**config.mk**
```make
export PLATFORM = sky130hd
export DESIGN_NAME = pid_velocity_filtered_derivative
export DESIGN_NICKNAME = d
export VERILOG_FILES = /design/src/sv/pvfd_pkg.sv /design/src/sv/pvfd_mulq.sv /design/src/sv/pid_velocity_filtered_derivative.sv
export SDC_FILE = /design/constraint.sdc
export NUM_CORES = 2
export LEC_CHECK = 0
export ABC_AREA = 1
export BUFFER_PORTS_ARGS = -buffer_cell sky130_fd_sc_hd__buf_2
export CORE_AREA = 3 3 420 733
export CTS_BUF_LIST = sky130_fd_sc_hd__clkbuf_16
export CTS_CLUSTER_SIZE = 10
export DETAILED_ROUTE_END_ITERATION = 10
export DIE_AREA = 0 0 423 736
export PLACE_DENSITY = 0.44
export SETUP_SLACK_MARGIN = 0.5
export SLEW_MARGIN = 20
export SYNTH_ARGS = -nofsm -noshare
export SYNTH_HDL_FRONTEND = slang
export SYNTH_SLANG_ARGS = --single-unit
```
**constraint.sdc**
```tcl
create_clock -name clk_i -period 10.97 [get_ports clk_i]
set_input_delay 1.097 -clock clk_i [delete_from_list [all_inputs] [get_ports clk_i]]
set_output_delay 1.097 -clock clk_i [all_outputs]
set_load 0.01 [all_outputs]
```
**src/sv/pvfd_pkg.sv**
```systemverilog
// Package for the filtered-derivative velocity PID: widths, register indexes,
// microcode word layout and the control program.
// No dependencies; used by pvfd_mulq and pid_velocity_filtered_derivative.
package pvfd_pkg;

  localparam int unsigned CfgIdxW  = 3;
  localparam int unsigned NumSteps = 19;
  localparam int unsigned PcW      = $clog2(NumSteps);
  localparam logic [PcW-1:0] LastStep = PcW'(NumSteps - 1);

  // configuration register indexes
  typedef enum logic [CfgIdxW-1:0] {
    REG_COEF_PI = 3'd0,
    REG_COEF_P  = 3'd1,
    REG_COEF_D  = 3'd2,
    REG_FILT_A  = 3'd3,
    REG_FILT_B  = 3'd4,
    REG_OUT_MIN = 3'd5,
    REG_OUT_MAX = 3'd6
  } cfg_reg_e;

  // coefficient feeding the multiplier
  typedef enum logic [2:0] {
    C_PI,
    C_P,
    C_D,
    C_FA,
    C_FB
  } coef_sel_e;

  // value feeding the multiplier
  typedef enum logic [1:0] {
    O_E0,
    O_E1,
    O_X,
    O_FD1
  } opnd_sel_e;

  // accumulate / move operations of the datapath
  typedef enum logic [3:0] {
    ALU_NOP,
    ALU_DD,
    ALU_ACC_ADD,
    ALU_ACC_SUB,
    ALU_SUMD,
    ALU_MOVT,
    ALU_FD,
    ALU_ACC_FD,
    ALU_CLAMP,
    ALU_EMIT
  } alu_op_e;

  // multiplier unit controls
  typedef struct packed {
    logic ld;   // load sign/magnitudes of both operands
    logic mlo;  // low partial product
    logic mhi;  // high partial product
    logic scl;  // scale, sign and saturate
  } mul_ctrl_t;

  typedef struct packed {
    mul_ctrl_t mul;
    coef_sel_e coef;
    opnd_sel_e opnd;
    alu_op_e   alu;
    logic      hold;  // branch to self while the output register is full
    logic      fin;   // jump back to idle
  } ucode_t;

  // control program, one word per step
  function automatic ucode_t ucode(input logic [PcW-1:0] pc);
    ucode_t w;
    w = '{mul: '0, coef: C_PI, opnd: O_E0, alu: ALU_NOP, hold: 1'b0, fin: 1'b0};
    case (pc)
      5'd0: begin
        w.mul.ld = 1'b1; w.coef = C_PI; w.opnd = O_E0; w.alu = ALU_DD;
      end
      5'd1: begin
        w.mul.mlo = 1'b1;
      end
      5'd2: begin
        w.mul.mhi = 1'b1; w.mul.ld = 1'b1; w.coef = C_P; w.opnd = O_E1;
      end
      5'd3: begin
        w.mul.scl = 1'b1; w.mul.mlo = 1'b1;
      end
      5'd4: begin
        w.alu = ALU_ACC_ADD; w.mul.mhi = 1'b1;
        w.mul.ld = 1'b1; w.coef = C_D; w.opnd = O_X;
      end
      5'd5: begin
        w.mul.scl = 1'b1; w.mul.mlo = 1'b1;
      end
      5'd6: begin
        w.alu = ALU_ACC_SUB; w.mul.mhi = 1'b1;
      end
      5'd7: begin
        w.mul.scl = 1'b1;
      end
      5'd8: begin
        w.alu = ALU_SUMD;
      end
      5'd9: begin
        w.mul.ld = 1'b1; w.coef = C_FA; w.opnd = O_X;
      end
      5'd10: begin
        w.mul.mlo = 1'b1;
      end
      5'd11: begin
        w.mul.mhi = 1'b1; w.mul.ld = 1'b1; w.coef = C_FB; w.opnd = O_FD1;
      end
      5'd12: begin
        w.mul.scl = 1'b1; w.mul.mlo = 1'b1;
      end
      5'd13: begin
        w.alu = ALU_MOVT; w.mul.mhi = 1'b1;
      end
      5'd14: begin
        w.mul.scl = 1'b1;
      end
      5'd15: begin
        w.alu = ALU_FD;
      end
      5'd16: begin
        w.alu = ALU_ACC_FD;
      end
      5'd17: begin
        w.alu = ALU_CLAMP;
      end
      5'd18: begin
        w.alu = ALU_EMIT; w.hold = 1'b1; w.fin = 1'b1;
      end
      default: begin
        w.fin = 1'b1;
      end
    endcase
    return w;
  endfunction

endpackage

```
**src/sv/pvfd_mulq.sv**
```systemverilog
// Shared Q16.16 multiplier: 32-bit signed coefficient times a 50-bit signed value,
// magnitude truncated by 16 bits and saturated to 48 bits, in two 32x32 passes.
// Depends on pvfd_pkg.
module pvfd_mulq (
  input  logic                    clk_i,
  input  pvfd_pkg::mul_ctrl_t     ctrl_i,
  input  logic signed [31:0]      coef_i,
  input  logic signed [49:0]      opnd_i,
  output logic signed [47:0]      prod_o
);

  localparam logic [48:0] MagMax = 49'd1 << 47;

  logic        neg_q, neg_h_q;
  logic [31:0] ua_q;
  logic [49:0] ub_q;
  logic [63:0] pl_q;
  logic [49:0] ph_q;
  logic signed [47:0] prod_q;

  logic [31:0] ua_d;
  logic [49:0] ub_d;
  logic [31:0] mb;
  logic [63:0] mp;
  logic [48:0] m;
  logic        big;
  logic [48:0] mag;
  logic [47:0] res;

  // sign and magnitude of the operands
  assign ua_d = coef_i[31] ? (~coef_i + 32'd1) : coef_i;
  assign ub_d = opnd_i[49] ? (~opnd_i + 50'd1) : opnd_i;

  // one 32x32 multiplier, low or high slice of the value
  assign mb = ctrl_i.mhi ? {14'd0, ub_q[49:32]} : ub_q[31:0];
  assign mp = ua_q * mb;

  // recombine, truncate, saturate
  assign big = |ph_q[49:31];
  assign m   = {2'b00, ph_q[30:0], 16'h0000} + {1'b0, pl_q[63:16]};

  always_comb begin
    if (neg_h_q) begin
      mag = (big || (m > MagMax)) ? MagMax : m;
      res = ~mag[47:0] + 48'd1;
    end else begin
      mag = (big || (m > (MagMax - 49'd1))) ? (MagMax - 49'd1) : m;
      res = mag[47:0];
    end
  end

  always_ff @(posedge clk_i) begin
    if (ctrl_i.ld) begin
      neg_q <= coef_i[31] ^ opnd_i[49];
      ua_q  <= ua_d;
      ub_q  <= ub_d;
    end
    if (ctrl_i.mlo) begin
      pl_q <= mp;
    end
    if (ctrl_i.mhi) begin
      ph_q    <= mp[49:0];
      neg_h_q <= neg_q;
    end
    if (ctrl_i.scl) begin
      prod_q <= res;
    end
  end

  assign prod_o = prod_q;

endmodule

```
**src/sv/pid_velocity_filtered_derivative.sv**
```systemverilog
// Velocity-form PID with first-order filtered derivative, microcoded sequencer
// over one shared multiplier. Depends on pvfd_pkg and pvfd_mulq.
//
// Channel   Dir  Handshake                   Payload
// s_axis    in   s_axis_tvalid/tready        tdata[31:0] setpoint, [63:32] measured
// m_axis    out  m_axis_tvalid/tready        tdata[31:0] drive
// cfg       in   cfg_valid_i/cfg_ready_o     cfg_index_i register, cfg_data_i value
//
// An item runs a 19-step program: five products, each two passes through the one
// 32x32 multiplier, then serial saturating adds, the clamp and the output step.
// The next item is taken only once the sequencer is idle again, the cycle after the result is registered.
// Reset clears the sequencer and the controller history but e0_q, and sets the
// configuration registers to defaults. A stalled output keeps its register; if it
// is still full at the last step the sequencer waits there.
module pid_velocity_filtered_derivative (
  input  logic        clk_i,
  input  logic        rst_ni,
  input  logic        s_axis_tvalid,
  output logic        s_axis_tready,
  input  logic [63:0] s_axis_tdata,   // [31:0] setpoint, [63:32] measured
  output logic        m_axis_tvalid,
  input  logic        m_axis_tready,
  output logic [31:0] m_axis_tdata,   // [31:0] drive
  input  logic        cfg_valid_i,
  output logic        cfg_ready_o,
  input  logic [pvfd_pkg::CfgIdxW-1:0] cfg_index_i,
  input  logic [31:0] cfg_data_i
);

  // configuration
  logic signed [31:0] coef_pi_q, coef_p_q, coef_d_q, filt_a_q, filt_b_q;
  logic signed [31:0] out_min_q, out_max_q;

  // controller history
  logic signed [32:0] e0_q, e1_q, e2_q;
  logic signed [47:0] draw_q, dfilt_q, acc_q;

  // working registers
  logic signed [49:0] x_q, t_q;

  // sequencer
  logic                     busy_q;
  logic [pvfd_pkg::PcW-1:0] pc_q;
  logic                     out_valid_q;
  logic [31:0]              out_data_q;

  pvfd_pkg::ucode_t   uw;
  logic               stall;
  logic               emit;
  logic               in_acc;
  logic signed [31:0] coef_mux;
  logic signed [49:0] opnd_mux;
  logic signed [47:0] prod;
  pvfd_pkg::mul_ctrl_t mul_ctrl;

  logic signed [49:0] prod_x, acc_x, dd_x, fd_sum;
  logic signed [35:0] dd;
  logic signed [47:0] fd, lo48, hi48;
  logic [31:0]        quot;

  function automatic logic signed [47:0] sat48(input logic signed [49:0] v);
    logic signed [47:0] r;
    if (v[49:47] == 3'b000 || v[49:47] == 3'b111) begin
      r = v[47:0];
    end else if (v[49]) begin
      r = {1'b1, 47'd0};
    end else begin
      r = {1'b0, {47{1'b1}}};
    end
    return r;
  endfunction

  assign cfg_ready_o   = 1'b1;
  assign s_axis_tready = !busy_q;
  assign in_acc        = s_axis_tvalid && s_axis_tready;
  assign m_axis_tvalid = out_valid_q;
  assign m_axis_tdata  = out_data_q;

  // current control word
  always_comb begin
    uw = pvfd_pkg::ucode(pc_q);
    stall = uw.hold && out_valid_q && !m_axis_tready;
    emit = busy_q && !stall && (uw.alu == pvfd_pkg::ALU_EMIT);
    mul_ctrl = busy_q ? uw.mul : '0;
  end

  // multiplier operand selection
  always_comb begin
    case (uw.coef)
      pvfd_pkg::C_PI: coef_mux = coef_pi_q;
      pvfd_pkg::C_P:  coef_mux = coef_p_q;
      pvfd_pkg::C_D:  coef_mux = coef_d_q;
      pvfd_pkg::C_FA: coef_mux = filt_a_q;
      pvfd_pkg::C_FB: coef_mux = filt_b_q;
      default:        coef_mux = coef_pi_q;
    endcase
    case (uw.opnd)
      pvfd_pkg::O_E0:  opnd_mux = 50'(e0_q);
      pvfd_pkg::O_E1:  opnd_mux = 50'(e1_q);
      pvfd_pkg::O_X:   opnd_mux = x_q;
      pvfd_pkg::O_FD1: opnd_mux = 50'(dfilt_q);
      default:         opnd_mux = x_q;
    endcase
  end

  pvfd_mulq u_mulq (
    .clk_i  (clk_i),
    .ctrl_i (mul_ctrl),
    .coef_i (coef_mux),
    .opnd_i (opnd_mux),
    .prod_o (prod)
  );

  // datapath arithmetic
  assign prod_x = 50'(prod);
  assign acc_x  = 50'(acc_q);
  assign dd     = 36'(e0_q) - (36'(e1_q) <<< 1) + 36'(e2_q);
  assign dd_x   = 50'(dd);
  assign fd     = sat48(t_q - prod_x);
  assign fd_sum = acc_x + 50'(dfilt_q);
  assign lo48   = {out_min_q, 16'h0000};
  assign hi48   = {out_max_q, 16'h0000};
  assign quot   = acc_q[47:16] + {31'd0, acc_q[47] && (|acc_q[15:0])};

  // configuration writes
  always_ff @(posedge clk_i or negedge rst_ni) begin
    if (!rst_ni) begin
      coef_pi_q <= '0;
      coef_p_q  <= '0;
      coef_d_q  <= '0;
      filt_a_q  <= '0;
      filt_b_q  <= '0;
      out_min_q <= {1'b1, 31'd0};
      out_max_q <= {1'b0, {31{1'b1}}};
    end else if (cfg_valid_i && cfg_ready_o) begin
      case (cfg_index_i)
        pvfd_pkg::REG_COEF_PI: coef_pi_q <= cfg_data_i;
        pvfd_pkg::REG_COEF_P:  coef_p_q  <= cfg_data_i;
        pvfd_pkg::REG_COEF_D:  coef_d_q  <= cfg_data_i;
        pvfd_pkg::REG_FILT_A:  filt_a_q  <= cfg_data_i;
        pvfd_pkg::REG_FILT_B:  filt_b_q  <= cfg_data_i;
        pvfd_pkg::REG_OUT_MIN: out_min_q <= cfg_data_i;
        pvfd_pkg::REG_OUT_MAX: out_max_q <= cfg_data_i;
        default: ;
      endcase
    end
  end

  // step counter and output register
  always_ff @(posedge clk_i or negedge rst_ni) begin
    if (!rst_ni) begin
      busy_q      <= 1'b0;
      pc_q        <= '0;
      out_valid_q <= 1'b0;
    end else begin
      // a new result may replace the one taken at this edge
      if (emit) begin
        out_valid_q <= 1'b1;
      end else if (out_valid_q && m_axis_tready) begin
        out_valid_q <= 1'b0;
      end
      if (in_acc) begin
        busy_q <= 1'b1;
        pc_q   <= '0;
      end else if (busy_q && !stall) begin
        if (uw.fin) begin
          busy_q <= 1'b0;
          pc_q   <= '0;
        end else begin
          pc_q <= pc_q + 1'b1;
        end
      end
    end
  end

  // controller history, updated by the program
  always_ff @(posedge clk_i or negedge rst_ni) begin
    if (!rst_ni) begin
      e1_q    <= '0;
      e2_q    <= '0;
      draw_q  <= '0;
      dfilt_q <= '0;
      acc_q   <= '0;
    end else if (busy_q && !stall) begin
      case (uw.alu)
        pvfd_pkg::ALU_ACC_SUB: acc_q <= sat48(t_q - prod_x);
        pvfd_pkg::ALU_SUMD:    draw_q <= prod;
        pvfd_pkg::ALU_FD:      dfilt_q <= fd;
        pvfd_pkg::ALU_ACC_FD:  acc_q <= sat48(fd_sum);
        pvfd_pkg::ALU_CLAMP: begin
          if (acc_q < lo48) begin
            acc_q <= lo48;
          end else if (acc_q > hi48) begin
            acc_q <= hi48;
          end
          e2_q <= e1_q;
          e1_q <= e0_q;
        end
        default: ;
      endcase
    end
  end

  // working registers and result data
  always_ff @(posedge clk_i) begin
    if (in_acc) begin
      e0_q <= 33'($signed(s_axis_tdata[31:0])) - 33'($signed(s_axis_tdata[63:32]));
    end
    if (busy_q && !stall) begin
      case (uw.alu)
        pvfd_pkg::ALU_DD:      x_q <= dd_x;
        pvfd_pkg::ALU_ACC_ADD: t_q <= acc_x + prod_x;
        pvfd_pkg::ALU_SUMD:    x_q <= prod_x + 50'(draw_q);
        pvfd_pkg::ALU_MOVT:    t_q <= prod_x;
        pvfd_pkg::ALU_EMIT:    out_data_q <= quot;
        default: ;
      endcase
    end
  end

  // checks
  a_pc_range: assert property (@(posedge clk_i) disable iff (!rst_ni)
    pc_q <= pvfd_pkg::LastStep)
    else $error("step counter beyond program end");

  a_out_from_emit: assert property (@(posedge clk_i) disable iff (!rst_ni)
    $rose(out_valid_q) |-> $past(busy_q && pc_q == pvfd_pkg::LastStep))
    else $error("result raised outside the output step");

  a_clamp_bounds: assert property (@(posedge clk_i) disable iff (!rst_ni)
    (busy_q && pc_q == pvfd_pkg::LastStep && out_min_q <= out_max_q)
      |-> (acc_q >= lo48 && acc_q <= hi48))
    else $error("accumulator outside clamp bounds");

endmodule
```
Word-level counts from Yosys, hierarchy flattened
Cells that the tools add are included.

operators by class
  $add $sub $neg = 13
  multiply operators = 1
  order comparisons = 4
  eq/ne operators = 44
  muxes and demuxes = 33
  bitwise operators = 4
  reductions and logical operators = 46

operators with widths
  kind                                                                     number
  48-bit 2-to-1 mux                                                        9
  50-bit case mux with 2 select lines                                      2
  50-bit case mux with 4 select lines                                      1
  48-bit by 48-bit adder with 49-bit output                                3
  48-bit case mux with 3 select lines                                      1
  32-bit case mux with 4 select lines                                      1
  32-bit by 32-bit multiplier with 64-bit output                           1
  50-bit by 1-bit adder with 50-bit output (second input constant)         1
  50-bit NOT                                                               1
  50-bit by 48-bit subtractor with 50-bit output                           1
  47-bit by 48-bit adder with 49-bit output                                1
  49-bit by 47-bit > comparator with 1-bit output (second input constant)  1
  49-bit by 48-bit > comparator with 1-bit output (second input constant)  1
  49-bit 2-to-1 mux                                                        1
  48-bit by 1-bit adder with 48-bit output (second input constant)         1
  48-bit > comparator                                                      1
  48-bit less-than comparator                                              1
  48-bit NOT                                                               1
  5-bit by 4-bit equality test with 1-bit output (second input constant)   8
  35-bit by 33-bit adder with 36-bit output                                1
  4-bit case mux with 9 select lines                                       1
  33-bit by 34-bit subtractor with 35-bit output                           1
  32-bit by 32-bit subtractor with 33-bit output                           1
  32-bit by 1-bit adder with 32-bit output                                 1
  39 further kinds                                                         103

storage, ports and cells
  register bits = 852
  input bits = 104

Logic depth before layout (Yosys ltp)
  depth after elaboration = 8
  depth in mapped cells = 46

By module
From an unflattened synthesis, not the netlist that was laid out.

unflattened totals
  cell total of the unflattened synthesis = 12200
  area total of the unflattened synthesis = 93439.6 µm²

by module, submodules not included
  module                            times used  cells an instance  area each (µm²)  sequential area each (µm²)
  pid_velocity_filtered_derivative  1           6733               47361.7          15970.3
  pvfd_mulq                         1           5467               46077.9          6906.6

Least setup slack after synthesis
Ideal clock, no wire load.

  kind = flip-flop to flip-flop
  start point = reg pc_q[0] in the netlist's numbering
  end point = reg u_mulq.ph_q[44] (data pin)
  setup time = 0.256 ns
  arrival = 9.658 ns
  required time = 10.714 ns
  setup slack = 1.056 ns
  cell stages (with the launch flop) = 40
  buffers on the path = 2
  period minus slack after synthesis = 9.914 ns
  path through = dfrtp_1 > inv_1 > ha_1 > inv_1 > nor2_1 > nand2_2 > nand2_4 > inv_2 > a31oi_1 > clkbuf_1 > or2_2 > o21ai_2 > buf_2 > nor2_1 > fa_1 > fa_1 > fa_1 > inv_1 > [4 not listed] > fa_1 > inv_1 > fa_1 > inv_1 > ha_1 > a21oi_1 > inv_1 > a31oi_1 > a21boi_1 > o21ai_0 > a21boi_0 > o21ai_1 > a21boi_0 > o21ai_1 > nand2_1 > nand2_1 > nand2_1 > nand2_1

between the ends
  word-level cells in the longest chain between the ends = 6

ends and longest elaborated chain
  element                                                                 RTL line                                 source
  from (decl)                                                             pid_velocity_filtered_derivative.sv:43   logic [pvfd_pkg::PcW-1:0] pc_q;
  from (signal assigned)                                                  pid_velocity_filtered_derivative.sv:170  pc_q <= pc_q + 1'b1;
  5-bit by 4-bit equality test with 1-bit output (tied with other cells)  pvfd_pkg.sv:74                           case (pc)
  5-bit OR reduction (no source line) *                                   -
  1-bit 2-to-1 mux *                                                      pvfd_pkg.sv:74
  4-bit 2-to-1 mux *                                                      pid_velocity_filtered_derivative.sv:84   mul_ctrl = busy_q ? uw.mul : '0;
  32-bit 2-to-1 mux *                                                     pvfd_mulq.sv:35                          assign mb = ctrl_i.mhi ? {14'd0, ub_q[49:32]} : ub_q[31:0];
  32-bit by 32-bit multiplier with 64-bit output *                        pvfd_mulq.sv:36                          assign mp = ua_q * mb;
  named net u_mulq.mp[44]                                                 pvfd_mulq.sv:24                          logic [63:0] mp;
  to (signal assigned)                                                    pvfd_mulq.sv:62                          ph_q <= mp[49:0];
  to (decl)                                                               pvfd_mulq.sv:18                          logic [49:0] ph_q;

The timed path passes the listed nets; every way through them passes the cells marked *.
A chain may end at the register's enable or synchronous reset.

Worst setup path after layout
  start point = reg pc_q[0] in the netlist's numbering
  end point = reg u_mulq.pl_q[63] (data pin)

between the ends
  word-level cells in the longest chain between the ends = 6

ends and longest elaborated chain
  element                                                                 RTL line                                source
  5-bit by 4-bit equality test with 1-bit output (tied with other cells)  pvfd_pkg.sv:74
  5-bit OR reduction (no source line) *                                   -
  1-bit 2-to-1 mux *                                                      pvfd_pkg.sv:74
  4-bit 2-to-1 mux *                                                      pid_velocity_filtered_derivative.sv:84
  32-bit 2-to-1 mux *                                                     pvfd_mulq.sv:35
  32-bit by 32-bit multiplier with 64-bit output *                        pvfd_mulq.sv:36
  named net u_mulq.mp[63]                                                 pvfd_mulq.sv:24
  to (signal assigned)                                                    pvfd_mulq.sv:59                         pl_q <= mp;
  to (decl)                                                               pvfd_mulq.sv:17                         logic [63:0] pl_q;

Marks and branches as above.

==> results.toml <==
[clock_network]
postCtsHoldBufs = 0
path_clk_slew_ns = 0.06
clock_path_buffers = 3
cts.sinks = 834
cts_root_buf = "clkbuf_16"
cts_tree = "built"
numCtsBuffers = 98
clock_latency_ns = 0.76
h-tree-depth = 3

[global_route]
grt_usage_pct = 26.5
gr-total-overflow = 0
grt_antenna_before_repair = 12
grt_pass1_wl_um = 595000
grt_max_degree = 174
grt_pass1_vias = 85600

[layout]
multiInputGateArea_sq_um = 58400
seqCellArea_sq_um = 22900
drive_gt1_share_pct = 6.04
nFillCells = 32600
final_nets = 13200
area_growth_pct = 10.1

[run]
drv_cap = 0

[detailed_routing]
wl_per_cell_um = 26.6
wl_met1_um = 137000
drtIter0Drc = 5481
routed.top_layer = "met4"
avgViaCountPerCell = 5.08
drc = 0
wl_met3_um = 14000
vias = 79900
wl_met2_um = 218000
routed_wl_um = 417000
firstDrtPassIters = 6
ant_nets = 0

[hold_path]
hold_class = "input port to asynchronous set/reset pin"

[die]
io_pins = 139
die_w_um = 423
start_util_pct = 29.9
num_rows = 267
dieArea_sq_um = 311000
design.core.area_sq_um = 303000
die_y_um = 736

[worst_setup_path]
worstPathMaxFanout = 18
rrSetupSlack_ns = 1.02
worstPathArrival_ns = 10.43
cpPeakStageDelay_ns = 0.60
crit_type = "flip-flop to flip-flop"
crit_required_ns = 11.46
crit_path_top_delay_cell = "fa_1"
r2r-start = "pc_q[0]$_DFFE_PN0P_"
crit_start = "pc_q[0]$_DFFE_PN0P_"
end_kind = "flip-flop"
cp-start-kind = "flip-flop"
cpMostUsedCell = "inv_1"

[synth]
yosysTopAreaCell = "fa_1"
yosysMostFrequentCell = "nand2_1"
synth_edf_count = 393
synth_common_cells = "2512 x nand2_1, 2024 x inv_1, 1218 x nor2_1, 935 x fa_1, 797 x o21ai_0"
synthArstFlopShare_pct = 52.9
postSynthRegisterBits = 834
yosysWarnings = 0
synth.distinct_cells = 83
synth.avg_cell_area_sq_um = 7.88
synth_xor_area_share_pct = 3.38
synthSimpleGateAreaFrac_pct = 19.2
synth.area.mux_share_pct = 0.0221
ys.flop_type = "dfrtp_1"
synth_compound_area_share_pct = 12.4
syn_area_sq_um = 90600
synth_top_family_by_area = "adder cells"
seq_area_frac_synth_pct = 25.3
synthTopCellsByArea = "fa_1 21%, edfxtp_1 13%, dfrtp_1 11%, nand2_1 10%, ha_1 8.7%"
syn_inst = 11500
synth_fp_nets = 13200
synthAdderAreaFrac_pct = 29.3
synth_top_area_share_pct = 20.7

[timing]
timing.slew.headroom_pct = 20.4
tns_ns = 0
max_freq_mhz = 101
rsz0062_at_grt = "false"
clock_skew_ns = 0.0518
worst_pin_slew_ns = 1.19
finalSetupViolCount = 0
finalCriticalPeriod_ns = 9.95
min_period_over_period_pct = 90.7
final_max_slew_viol_count = 0
hold_viol = 0

[run_status]
status = "finished, final reports clean"

[placed_design]
port_buffers = 137
finalWeightedCongestion = 0.970
dp_hpwl_um = 342000
[worst paths after layout]
kind | to | depth (start not counted)
max | u_mulq.pl_q[63]$_DFFE_PP_ | 39
min | draw_q[27]$_DFFE_PN0P_ | 1
max reg2reg | u_mulq.pl_q[63]$_DFFE_PP_ | 39
min reg2reg | u_mulq.neg_h_q$_DFFE_PN_ | 0
max in group asynchronous | filt_a_q[3]$_DFFE_PN0P_ | 3
min in group clk_i | u_mulq.neg_h_q$_DFFE_PN_ | 0
[per-stage QoR]
| stage | instance area [sq um] | setup WS (ns) | std cells | hold slack (ns) | utilization, % |
|---|---|---|---|---|---|
| 3_5_place_dp | 96600 | 0.918 | 15500 | 0.418 | 31.9 |
| 3_3_place_gp | 96600 | 0.923 | 15500 | 0.411 | 31.9 |
| 6_report | 99700 | 1.02 | 15700 | 0.260 | 32.9 |
| 5_1_grt | 99700 | 0.539 | 15700 | 0.266 | 32.9 |
| 4_1_cts | 99500 | 0.848 | 15700 | 0.236 | 32.9 |
| 2_1_floorplan | 90600 | 1.06 | 11500 | 0.400 | - |
[flip-flops by register name (all words and copies together), names as in the netlist, 49 cells and up]
signal,flops
x_q,49
u_mulq.ph_q,50
u_mulq.ub_q,50
t_q,49
[layout make-up]
type | count | share of cell area [%]
Multi-Input combinational cell | 8196 | 58.6
Sequential cell | 834 | 23.0
Inverter | 2082 | 7.87
Tap cell | 4035 | 5.07
Timing Repair Buffer | 356 | 2.47
Clock buffer | 98 | 2.46
Clock inverter | 76 | 0.480
Antenna cell | 37 | 0.0929
[kinds of logic after synthesis]
kind of cell	after synthesis
AND/OR/NAND/NOR	4314
buffers and inverters	2461
adder cells (fa/ha/maj)	1562
other	2
XOR/XNOR	347
flip-flops	834
multiplexers	2
AO/OA/AOI/OAI	1969
[cells in the final DEF (no fill, tap or decap), types with 136 or more instances in the layout]
cell type,synthesis,routed
a21oi_1,587,585
a31oi_1,162,160
buf_2,53,136
buf_4,5,207
dfrtp_1,409,409
edfxtp_1,393,393
fa_1,935,935
ha_1,627,627
inv_1,2024,2068
nand2_1,2512,2500
nand3_1,284,283
nor2_1,1218,1211
o21ai_0,797,780
xor2_1,223,223
[metal layers]
layer  global-route usage (%)  vias to the layer above
li1                         -                    36600
met1                     25.1                    39500
met2                     49.8                     2611
met3                     2.26                     1108
met4                     24.8                        0
met5                        0                        -
[what timing repair did]
item / in CTS / in global routing
gates resized for setup: 0 / 13
endpoints found under the setup margin: 0 / 19
buffers inserted: 0 / 2
[worst max-delay path: cells and delay by family, from the launching register on]
family | cells | cell delay (ns)
xor+xnor | 1 | 0.15
buf+inv | 12 | 1.54
simple gates | 7 | 1.19
compound gates | 9 | 1.56
fa+ha+maj | 10 | 4.77
flops | 1 | 0.41
Power is left out: the tool's default activity adds up to more than one toggle a clock period on the data nets, which glitch-free logic cannot reach.
